File: config.mk
export PLATFORM = sky130hd
export DESIGN_NAME = trinorm_isqrt
export DESIGN_NICKNAME = d
export VERILOG_FILES = /design/src/trinorm_pkg.sv /design/src/trinorm_isqrt.sv
export SDC_FILE = /design/constraint.sdc
export NUM_CORES = 1
export LEC_CHECK = 0
export BUFFER_PORTS_ARGS = -buffer_cell sky130_fd_sc_hd__buf_4
export CORE_AREA = 2 2 182 228
export CTS_CLUSTER_DIAMETER = 50
export DETAILED_ROUTE_END_ITERATION = 12
export DIE_AREA = 0 0 184 230
export GPL_TIMING_DRIVEN = 1
export PLACE_DENSITY_LB_ADDON = 0.05
export REMOVE_ABC_BUFFERS = 1
export SYNTH_ARGS = -nofsm -noshare
export SYNTH_HDL_FRONTEND = slang
export SYNTH_SLANG_ARGS = --single-unit
File: constraint.sdc
create_clock -name clock -period 2.8 [get_ports clock]
set_input_delay 0.56 -clock clock [delete_from_list [all_inputs] [get_ports clock]]
set_output_delay 0.56 -clock clock [all_outputs]
set_load 0.03 [all_outputs]
File: src/trinorm_pkg.sv
`timescale 1ns / 1ps
`default_nettype none
package trinorm_pkg;

   localparam int COORD_BITS       = 16;
   localparam int NORMAL_FRAC_BITS = 14;

   // derived datapath widths
   localparam int DIFF_BITS   = COORD_BITS + 1;
   localparam int PROD_BITS   = 2 * DIFF_BITS;
   localparam int CROSS_BITS  = PROD_BITS + 1;
   localparam int MAG_BITS    = PROD_BITS;
   localparam int LO_BITS     = MAG_BITS / 2;
   localparam int HI_BITS     = MAG_BITS - LO_BITS;
   localparam int SQ_BITS     = 2 * MAG_BITS;
   localparam int SUM_BITS    = SQ_BITS + 2;
   localparam int REM_BITS    = SUM_BITS + 1;
   localparam int QUOT_BITS   = 2 * NORMAL_FRAC_BITS + 1;
   localparam int ROOT_BITS   = NORMAL_FRAC_BITS + 1;
   localparam int NORMAL_BITS = NORMAL_FRAC_BITS + 2;

   // pipeline depths
   localparam int FRONT_STAGES = 7;
   localparam int DIV_STAGES   = QUOT_BITS;
   localparam int SQRT_STAGES  = ROOT_BITS;
   localparam int MID_STAGES   = DIV_STAGES + SQRT_STAGES;
   localparam int LATENCY      = FRONT_STAGES + MID_STAGES + 1;

   typedef logic signed [COORD_BITS-1:0]  coord_type;
   typedef logic signed [NORMAL_BITS-1:0] normal_type;

   typedef enum logic [1:0] {
      ST_VALID      = 2'd0,
      ST_COINCIDENT = 2'd1,
      ST_COLLINEAR  = 2'd2
   } status_type;

   typedef struct packed {
      coord_type v0_x;
      coord_type v0_y;
      coord_type v0_z;
      coord_type v1_x;
      coord_type v1_y;
      coord_type v1_z;
      coord_type v2_x;
      coord_type v2_y;
      coord_type v2_z;
   } req_type;

   typedef struct packed {
      normal_type normal_x;
      normal_type normal_y;
      normal_type normal_z;
      status_type status;
   } rsp_type;

   // sideband that rides along with the arithmetic
   typedef struct packed {
      status_type status;
      logic [2:0] neg;
   } tag_type;

endpackage
`default_nettype wire

File: src/trinorm_isqrt.sv
`timescale 1ns / 1ps
`default_nettype none
module trinorm_isqrt (
   input  logic                               clock,
   input  logic [trinorm_pkg::QUOT_BITS-1:0]  in_val,
   output logic [trinorm_pkg::ROOT_BITS-1:0]  out_root
);
   import trinorm_pkg::*;

   // digit-by-digit integer square root, one result bit per stage
   logic [QUOT_BITS-1:0] num_ff [1:SQRT_STAGES-1];
   logic [QUOT_BITS-1:0] res_ff [1:SQRT_STAGES];

   for (genvar k = 1; k <= SQRT_STAGES; k++) begin : g_step
      localparam logic [QUOT_BITS-1:0] BIT = QUOT_BITS'(1) << (2 * (SQRT_STAGES - k));
      logic [QUOT_BITS-1:0] num_v;
      logic [QUOT_BITS-1:0] res_v;
      logic [QUOT_BITS-1:0] trial;
      logic                 take;

      if (k == 1) begin : g_first
         assign num_v = in_val;
         assign res_v = '0;
      end else begin : g_rest
         assign num_v = num_ff[k-1];
         assign res_v = res_ff[k-1];
      end

      assign trial = res_v + BIT;
      assign take  = num_v >= trial;

      always_ff @(posedge clock) begin
         res_ff[k] <= take ? ((res_v >> 1) + BIT) : (res_v >> 1);
      end

      if (k < SQRT_STAGES) begin : g_num
         always_ff @(posedge clock) begin
            num_ff[k] <= take ? (num_v - trial) : num_v;
         end
      end
   end

   assign out_root = res_ff[SQRT_STAGES][ROOT_BITS-1:0];

endmodule
`default_nettype wire

==> impl_metrics.ini, run 1 <==
[run_status]
outcome = finished clean

[sta]
fin_crit_sh_pct = 96.6
worst_pin_slew_ns = 0.702
skew_ns = 0.0390
finalHoldViolations = 0
post-route-min-period_ns = 2.70
fmax_ghz = 0.370
layout_setup_ws_ns = 0.0957
timing.hold.ws_ns = 0.0303
slew-limit-headroom_pct = 52.0
timing.final.max_slew_violations = 0
setup_viol = 0

[worst_setup_path]
r2r_start = res_ff[1][132]$_DFF_P_
crit_path_max_incr_delay_ns = 0.52
setup.worst_path.end = num_ff[1][170]$_DFF_P_
path_class = reg2reg
crit_buf_inv = 2
crit_path_top_delay_cell = or4_1
r2r_cells = 9
crit_chain = inv_1, ha_1, nand4_1, or3_1, or4_1, o311a_2, buf_4, a2111oi_4, xor2_1
startpoint_type = flip-flop
required_ns = 3.32
r2r_slack_ns = 0.1
critical_path_depth = 9
crit_fanout = 3
worstPathArrival_ns = 3.22
worstReg2RegEnd = num_ff[1][170]$_DFF_P_
worstSetupEndpointType = flip-flop
crit_family = simple AND/OR/NAND/NOR gates
cp-startpoint = res_ff[1][132]$_DFF_P_

[layout]
fin_util_pct = 57.9
final_area_um2 = 23200
area_growth_pct = 16.9
antenna_cells = 0
final_nets = 2220
layout-drive-gt1-share_pct = 11.7

[power_and_ir_drop]
p_seq_share_pct = 41.0
power_frac_comb_pct = 31.8
p_total_mw = 26.5
power_leakage_nw = 10.4
internal_power_mw = 17.5
peakVddDrop_mv = 0.754
p_sw_mw = 9.06
p_sw_share_pct = 34.1
p_per_area_nw_per_um2 = 1150
p_clk_share_pct = 27.2

[place]
port_buffers = 44
preCtsSetupSlack_ns = -0.209
place_congestion = 0.869
hpwl_um = 35400
placed_area_um2 = 21000

[worst_hold_path]
hold_path_class = in2reg
hold_depth = 1

[synthesis]
yosys-top-cells-area = dfxtp_1, ha_1, xor2_1, inv_1, xnor2_1
yosys.area.top_type = dfxtp_1
synth_cell_types = 82
synth_top_area_share_pct = 53.1
yosys_warnings = 0
yosys-top-cells-count = dfxtp_1, inv_1, ha_1
synth_area_per_cell_um2 = 10.4
synthCells = 1914
ys_ff_latch = 526
synthesis.area_um2 = 19800
yosysMostFrequentCell = dfxtp_1
yosysSeqAreaShare_pct = 53.1
synth_edf_count = 0
async_reset_ff_share_pct = 0
ys.flop_type = dfxtp_1

[floorplan]
io_pins = 45
start_util_pct = 49.5
dieWidth_um = 184
die_h_um = 230
coreArea_um2 = 40000
rows = 82
die_area_um2 = 42300

[clocking]
cts_root_buf = clkbuf_16
cts_num_sinks = 526
h-tree-depth = 2
cts_tree = yes
cts_inserted_buffers = 52
clk_pin_slew_worst_paths_ns = 0.07
clock_latency_ns = 0.62
clk_path_buf_depth = 3

[routing]
first_pass_iters = 5
final_antenna_net_count = 0
drt_first_iter_violations = 423
wl_per_cell_um = 17.3
wl_um = 45100
drc = 0
viasPerCell = 5.27
vias = 13700

[global_routing]
grt_pass1_vias = 14200
grt_use_total_pct = 21.7
grt-ovfl-total = 0
antenna_found_initial = 0
grt_pass1_wl_um = 72100
grt_max_degree = 20

[job]
maxCapViolCount = 0
[metal layers]
metal	vias to the layer above	part of all wire (%)	GRT usage (%)
met4	0	3.5	8.15
met5	-	0	0
met1	6417	37	20.8
met3	97	2.8	3.58
li1	7015	-	-
met2	204	57	44.8
[worst register-to-register path: cells and delay by family, from the launching register on]
kind / cells / cell delay, ns
buffers and inverters: 2 / 0.25
XOR/XNOR: 1 / 0.16
AND/OR/NAND/NOR: 3 / 1.03
AO/OA/AOI/OAI: 2 / 0.46
flip-flops: 1 / 0.43
adder cells (fa/ha/maj): 1 / 0.30
[timing repair]
item / 4_1_cts / 5_1_grt
gates resized for setup: 2 / 8
setup endpoints to repair: 1 / 12
pin swaps: 0 / 2
cloned: 0 / 0
buffers inserted: 0 / 2
hold buffers: 26 / 0
hold endpoints to repair: 26 / 0
[power groups by stage]
stage               registers [mW]  logic, mW  clock network (mW)
finish                        10.9       8.43                7.21
detailed placement            11.1       8.36                   0
global route                  11.1       9.50                7.70
floorplan                     10.5       6.40                   0
CTS                           10.9       8.45                7.39
global placement              11.1       8.27                   0
[cell usage in the layout, fill, tap and decap left out, drive strengths merged, types with 10 or more instances in the layout]
cell	n
clkbuf	65
nand2b	22
a21o	25
nor4b	19
inv	164
nor4	49
clkinv	17
nor2b	17
mux2i	11
and3	10
a2111oi	10
o21a	34
buf	95
nand3	28
o31ai	11
nor2	102
xnor2	68
or3	24
or2	14
a211oi	22
nor3	50
ha	131
nand4	26
o21ai	101
dlygate4sd3	26
xor2	75
o211ai	14
or4	13
a21oi	94
nand2	93
mux2	21
dfxtp	526
[sequential cells by signal, indices dropped and copies added, names as in the netlist]
| name | cells |
|---|---|
| res_ff | 120 |
| num_ff | 406 |
[metrics by stage]
| stage | cells | setup TNS, ns |
|---|---|---|
| after floorplan | 1884 | 0 |
| after global placement | 2481 | -0.222 |
| after detailed placement | 2481 | -0.209 |
| after CTS | 2604 | 0 |
| after global routing | 2606 | -0.000184 |
| final | 2606 | 0 |
[kinds of logic (layout without fill, tap and decap cells)]
logic type | Yosys count | in the layout | share of synthesized area [%]
AO/OA/AOI/OAI | 383 | 383 | 12.7
XOR/XNOR | 143 | 143 | 6.32
adder cells (fa/ha/maj) | 131 | 131 | 8.27
buffers and inverters | 190 | 378 | 3.77
flip-flops | 526 | 526 | 53.1
multiplexers | 32 | 32 | 1.75
other | 1 | 1 | 0.0189
AND/OR/NAND/NOR | 508 | 508 | 14.0
[worst min-delay path by stage]
stage	slack [ns]	from	endpoint
detailed placement	0.33	num_ff[0][186]$_DFF_P_	num_ff[0][215]$_DFF_P_
floorplan	0.32	num_ff[0][174]$_DFF_P_	num_ff[0][203]$_DFF_P_
finish	0.03	in_val[9]	num_ff[0][38]$_DFF_P_
global route	0.006	in_val[9]	num_ff[0][38]$_DFF_P_
CTS	0.001	in_val[9]	num_ff[0][38]$_DFF_P_
global placement	0.33	num_ff[0][186]$_DFF_P_	num_ff[0][215]$_DFF_P_
[cell type report]
type,count,area [um2]
Inverter,160,603
Clock inverter,32,410
Fill cell,3498,16900
Tap cell,504,631
Clock buffer,65,1430
Timing Repair Buffer,121,986
Multi-Input combinational cell,1198,8570
Sequential cell,526,10500
Power figures use the tool's default switching activity.
==> run 2, diff against run 1 <==
--- a/config.mk
+++ b/config.mk
@@ -6,10 +6,10 @@
 export NUM_CORES = 1
 export LEC_CHECK = 0
 export BUFFER_PORTS_ARGS = -buffer_cell sky130_fd_sc_hd__buf_4
-export CORE_AREA = 2 2 182 228
+export CORE_AREA = 2 2 166 209
 export CTS_CLUSTER_DIAMETER = 50
 export DETAILED_ROUTE_END_ITERATION = 12
-export DIE_AREA = 0 0 184 230
+export DIE_AREA = 0 0 168 211
 export GPL_TIMING_DRIVEN = 1
 export PLACE_DENSITY_LB_ADDON = 0.05
 export REMOVE_ABC_BUFFERS = 1
==> run 2 against run 1 <==
  * Register-to-register slack better by 0.05 ns
  * Hold slack better by 0.039 ns
  * Combinational power increased by 0.9%
  * Cell area is 2.3% lower
  * Clock skew decreased by 0.016 ns
==> impl_metrics.ini, run 2 (synthesized netlist as in run 1, its figures left out) <==
[routing]
vias = 13800
wl_per_cell_um = 17.7
viasPerCell = 5.54
drc = 0
final_antenna_net_count = 0
drt_first_iter_violations = 575
first_pass_iters = 7
wl_um = 44200

[global_routing]
antenna_found_initial = 0
grt-ovfl-total = 0
grt_max_degree = 21
grt_use_total_pct = 24.9
grt_pass1_wl_um = 69700
grt_pass1_vias = 13900

[sta]
tns_ns = 0
rsz0062_at_grt = no
fin_crit_sh_pct = 94.7
fmax_ghz = 0.377
finalHoldViolations = 0
skew_ns = 0.0235
timing.hold.ws_ns = 0.0698
post-route-min-period_ns = 2.65
worst_pin_slew_ns = 0.593
layout_setup_ws_ns = 0.149
timing.final.max_slew_violations = 0
slew-limit-headroom_pct = 59.5
setup_viol = 0

[power_and_ir_drop]
power_leakage_nw = 10.2
peakVddDrop_mv = 0.719
p_per_area_nw_per_um2 = 1160

[layout]
final_nets = 2187
final_common_cell = dfxtp_1
largest-register = num_ff
nFillCells = 2627
area_growth_pct = 14.2
top_regs = num_ff: 406 flops, res_ff: 120 flops
layout-drive-gt1-share_pct = 11.1
layout_common_cells = dfxtp_1, inv_1, ha_1
antenna_cells = 0
final_area_um2 = 22600
largest_reg_flops = 406

[job]
maxCapViolCount = 0

[floorplan]
io_pins = 45
start_util_pct = 59.5
die_area_um2 = 35400
dieWidth_um = 168
die_h_um = 211
rows = 75
coreArea_um2 = 33300

[worst_hold_path]
min_to = num_ff[0][42]$_DFF_P_
min_from = in_val[13]
hold_depth = 1
hold_path_class = in2reg

[clocking]
cts_hold_buffers = 0
cts_root_buf = clkbuf_16
cts_inserted_buffers = 49
cts_tree = yes
clk_pin_slew_worst_paths_ns = 0.07
clock_latency_ns = 0.59
cts_num_sinks = 526
h-tree-depth = 2
clk_path_buf_depth = 3

[worst_setup_path]
startpoint_type = flip-flop
worstSetupEndpointType = flip-flop
crit_fanout = 5
worstPathArrival_ns = 3.14
r2r_cells = 9
path_class = reg2reg
required_ns = 3.29
r2r_start = res_ff[1][131]$_DFF_P_
r2r_slack_ns = 0.15
worstReg2RegEnd = num_ff[1][170]$_DFF_P_

[place]
port_buffers = 44
preCtsSetupSlack_ns = 0.0871
placed_area_um2 = 20900
place_congestion = 0.882
hpwl_um = 34800

[run_status]
outcome = finished clean
run 2: changes by cell type in the layout (fill, tap and decap cells not counted), sizes merged:
cell	before	now
clkinv	17	11
inv	164	163
buf	95	91
bufinv	5	4
dlygate4sd3	26	0
clkbuf	65	67
run 2: repair_timing:
| item | 4_1_cts | 5_1_grt |
|---|---|---|
| setup endpoints to repair | 0 | 13 |
| buffers inserted | 0 | 1 |
| gates resized for setup | 0 | 8 |
run 2: worst max path at each step:
stage	start	endpoint	cells past startpoint
finish	res_ff[1][131]$_DFF_P_	num_ff[1][170]$_DFF_P_	9
global route	res_ff[1][14]$_DFF_P_	num_ff[1][42]$_DFF_P_	8
CTS	res_ff[1][42]$_DFF_P_	num_ff[1][82]$_DFF_P_	10
detailed placement	res_ff[1][42]$_DFF_P_	num_ff[1][82]$_DFF_P_	10
global placement	res_ff[1][42]$_DFF_P_	num_ff[1][82]$_DFF_P_	10
floorplan	res_ff[1][42]$_DFF_P_	num_ff[1][77]$_DFF_P_	8
run 2: metal layers:
metal,up-vias,GRT usage (%),routed length (um),part of all wire [%]
li1,6963,-,-,-
met1,6521,24.9,16900,38
met2,216,51.1,24600,56
met3,89,3.22,1130,2.6
met4,0,9.90,1540,3.5
met5,-,0,0,0
run 2: power breakdown:
| part | internal [mW] | switching (mW) |
|---|---|---|
| logic | 3.89 | 4.61 |
| registers | 9.41 | 1.49 |
| clock network | 3.91 | 2.90 |
| total | 17.2 | 9.01 |
run 2: final cells by class:
type,count,area (um2),share of cell area [%]
sequential,526,10500,46.5
multi-input combinational,1198,8550,37.8
clock buffer,67,1380,6.12
timing repair buffer,91,696,3.07
inverter,160,603,2.67
tap,423,529,2.34
clock inverter,24,332,1.47
run 2: critical path, cell delays in order, from the launching register on:
cell,delay [ns]
dfxtp_1,0.33
inv_1,0.05
ha_2,0.36
nand4_1,0.13
or3_4,0.36
or4_1,0.52
o311a_2,0.18
buf_4,0.17
a2111oi_4,0.29
xor2_1,0.18
run 2: stage by stage:
step                      instances  power [mW]  utilization [%]
after floorplan                1884        16.9                -
after detailed placement       2397        19.5             62.7
after global placement         2397        19.3             62.7
final                          2489        26.2             67.9
after CTS                      2488        26.3             67.8
after global routing           2489        27.9             67.9
==> run 3, diff against run 2 <==
--- a/config.mk
+++ b/config.mk
@@ -5,11 +5,12 @@
 export SDC_FILE = /design/constraint.sdc
 export NUM_CORES = 1
 export LEC_CHECK = 0
+export ABC_CLOCK_PERIOD_IN_PS = 2800
 export BUFFER_PORTS_ARGS = -buffer_cell sky130_fd_sc_hd__buf_4
-export CORE_AREA = 2 2 166 209
+export CORE_AREA = 2 2 185 187
 export CTS_CLUSTER_DIAMETER = 50
 export DETAILED_ROUTE_END_ITERATION = 12
-export DIE_AREA = 0 0 168 211
+export DIE_AREA = 0 0 187 189
 export GPL_TIMING_DRIVEN = 1
 export PLACE_DENSITY_LB_ADDON = 0.05
 export REMOVE_ABC_BUFFERS = 1
==> run 3 against run 2 <==
  * First-iteration DRC count increased by 38%
  * Combinational power about the same
  * Highest routed layer unchanged
  * Wire length decreased by 2.7%
  * Largest power group unchanged
  * Register-to-register slack got worse by 0.08 ns
==> impl_metrics.ini, run 3 (synthesized netlist as in run 1, its figures left out) <==
[job]
maxCapViolCount = 0

[run_status]
outcome = finished clean

[place]
placed_area_um2 = 20900
port_buffers = 44
placedCellCount = 2424
hpwl_um = 33200
preCtsSetupSlack_ns = -0.112
place_congestion = 0.885

[routing]
drt_first_iter_violations = 794
vias = 13700
first_pass_iters = 5
viasPerCell = 5.43
drc = 0
wl_per_cell_um = 17.0
final_antenna_net_count = 0
wl_um = 42900

[clocking]
cts_inserted_buffers = 53
cts_tree = yes
h-tree-depth = 2
cts_num_sinks = 526
clk_pin_slew_worst_paths_ns = 0.07
cts_root_buf = clkbuf_16
clk_path_buf_depth = 3
clock_latency_ns = 0.59

[sta]
worst_pin_slew_ns = 0.708
setup_viol = 0
timing.hold.ws_ns = 0.0671
slew-limit-headroom_pct = 52.6
fin_crit_sh_pct = 97.6
skew_ns = 0.0282
timing.final.max_slew_violations = 0
layout_setup_ws_ns = 0.0679
finalHoldViolations = 0
post-route-min-period_ns = 2.73
fmax_ghz = 0.366

[global_routing]
grt-ovfl-total = 0
antenna_found_initial = 0
grt_pass1_wl_um = 69400
grt_pass1_vias = 13600
grt_max_degree = 22
grt_use_total_pct = 24.5

[worst_setup_path]
crit_path_top_delay_cell = a2111oi_1
cpMostUsedCell = o211ai_1
crit_buf_inv = 2
crit_chain = inv_1, ha_1, o211ai_1, a211oi_1, o211a_1, o211ai_1, buf_4, a2111oi_1, xor2_1
crit_path_max_incr_delay_ns = 0.51
crit_family = compound AO/OA/AOI/OAI gates
path_class = reg2reg
required_ns = 3.24
worstSetupEndpointType = flip-flop
crit_fanout = 11
worstPathArrival_ns = 3.17
startpoint_type = flip-flop

[layout]
multi_input_area_um2 = 8590
final_area_um2 = 23000
instances_no_fill = 2526
layout_common_cells = dfxtp_1, inv_1, ha_1
largest_reg_flops = 406
final_nets = 2194
nFillCells = 2615
top_regs = num_ff: 406 flops, res_ff: 120 flops
final_common_cell = dfxtp_1
area_growth_pct = 16.0
largest-register = num_ff
regArea_um2 = 10500
antenna_cells = 0
layout-drive-gt1-share_pct = 11.5
fin_util_pct = 69.1

[floorplan]
start_util_pct = 59.5
io_pins = 45
die_area_um2 = 35300
rows = 67
dieWidth_um = 187
coreArea_um2 = 33300
die_h_um = 189

[worst_hold_path]
hold_path_class = in2reg

[power_and_ir_drop]
power_leakage_nw = 10.4
peakVddDrop_mv = 0.856
p_per_area_nw_per_um2 = 1180
-- run 3: changes by cell type in the layout (fill, tap and decap cells not counted), sizes merged --
cell      before  now
buf           91   93
inv          163  165
clkbuf        67   75
clkinv        11    9
clkinvlp       6    1
bufinv         4   10
nor3          50   51
-- run 3: metrics by stage --
step | setup TNS, ns | total power, mW
2_1_floorplan | 0 | 16.9
3_3_place_gp | -0.657 | 19.2
3_5_place_dp | -0.932 | 19.4
4_1_cts | 0 | 27.2
5_1_grt | -0.0568 | 28.8
6_report | 0 | 27.1
-- run 3: final cells by class --
type                            count  area share, %
Multi-Input combinational cell   1199           37.3
Clock inverter                     25           1.91
Tap cell                          448           2.44
Clock buffer                       75           6.65
Inverter                          160           2.64
Timing Repair Buffer               93           3.22
Sequential cell                   526           45.8
-- run 3: path summary, 6_finish.rpt --
| path | startpoint | end | slack, ns | depth (start not counted) |
|---|---|---|---|---|
| hold / removal | in_val[14] | num_ff[0][43]$_DFF_P_ | 0.07 | 1 |
| setup / recovery | res_ff[1][149]$_DFF_P_ | num_ff[1][202]$_DFF_P_ | 0.07 | 9 |
| hold reg to reg | num_ff[0][103]$_DFF_P_ | num_ff[0][132]$_DFF_P_ | 0.34 | 0 |
| setup reg to reg | res_ff[1][149]$_DFF_P_ | num_ff[1][202]$_DFF_P_ | 0.07 | 9 |
-- run 3: report_power, final --
group | leakage (nW) | internal [mW] | switching [mW] | total [mW]
clock network | 0.965 | 4.77 | 2.93 | 7.69
registers | 4.42 | 9.41 | 1.47 | 10.9
logic | 5.01 | 3.91 | 4.56 | 8.48
total | 10.4 | 18.1 | 8.96 | 27.1
-- run 3: per-layer routing --
metal	routed length [um]	GRT usage, %
met2	21000	43.0
met4	1180	8.03
met3	1510	3.52
met5	0	0
met1	19300	31.2
-- run 3: what timing repair did --
action                                  in CTS  in global routing
setup buffers                                0                  1
hold buffers                                 0                  0
resized for setup                            1                 11
pin swaps                                    1                  1
hold endpoints to repair                     0                  0
endpoints found under the setup margin      22                 36
gates cloned                                 1                  0
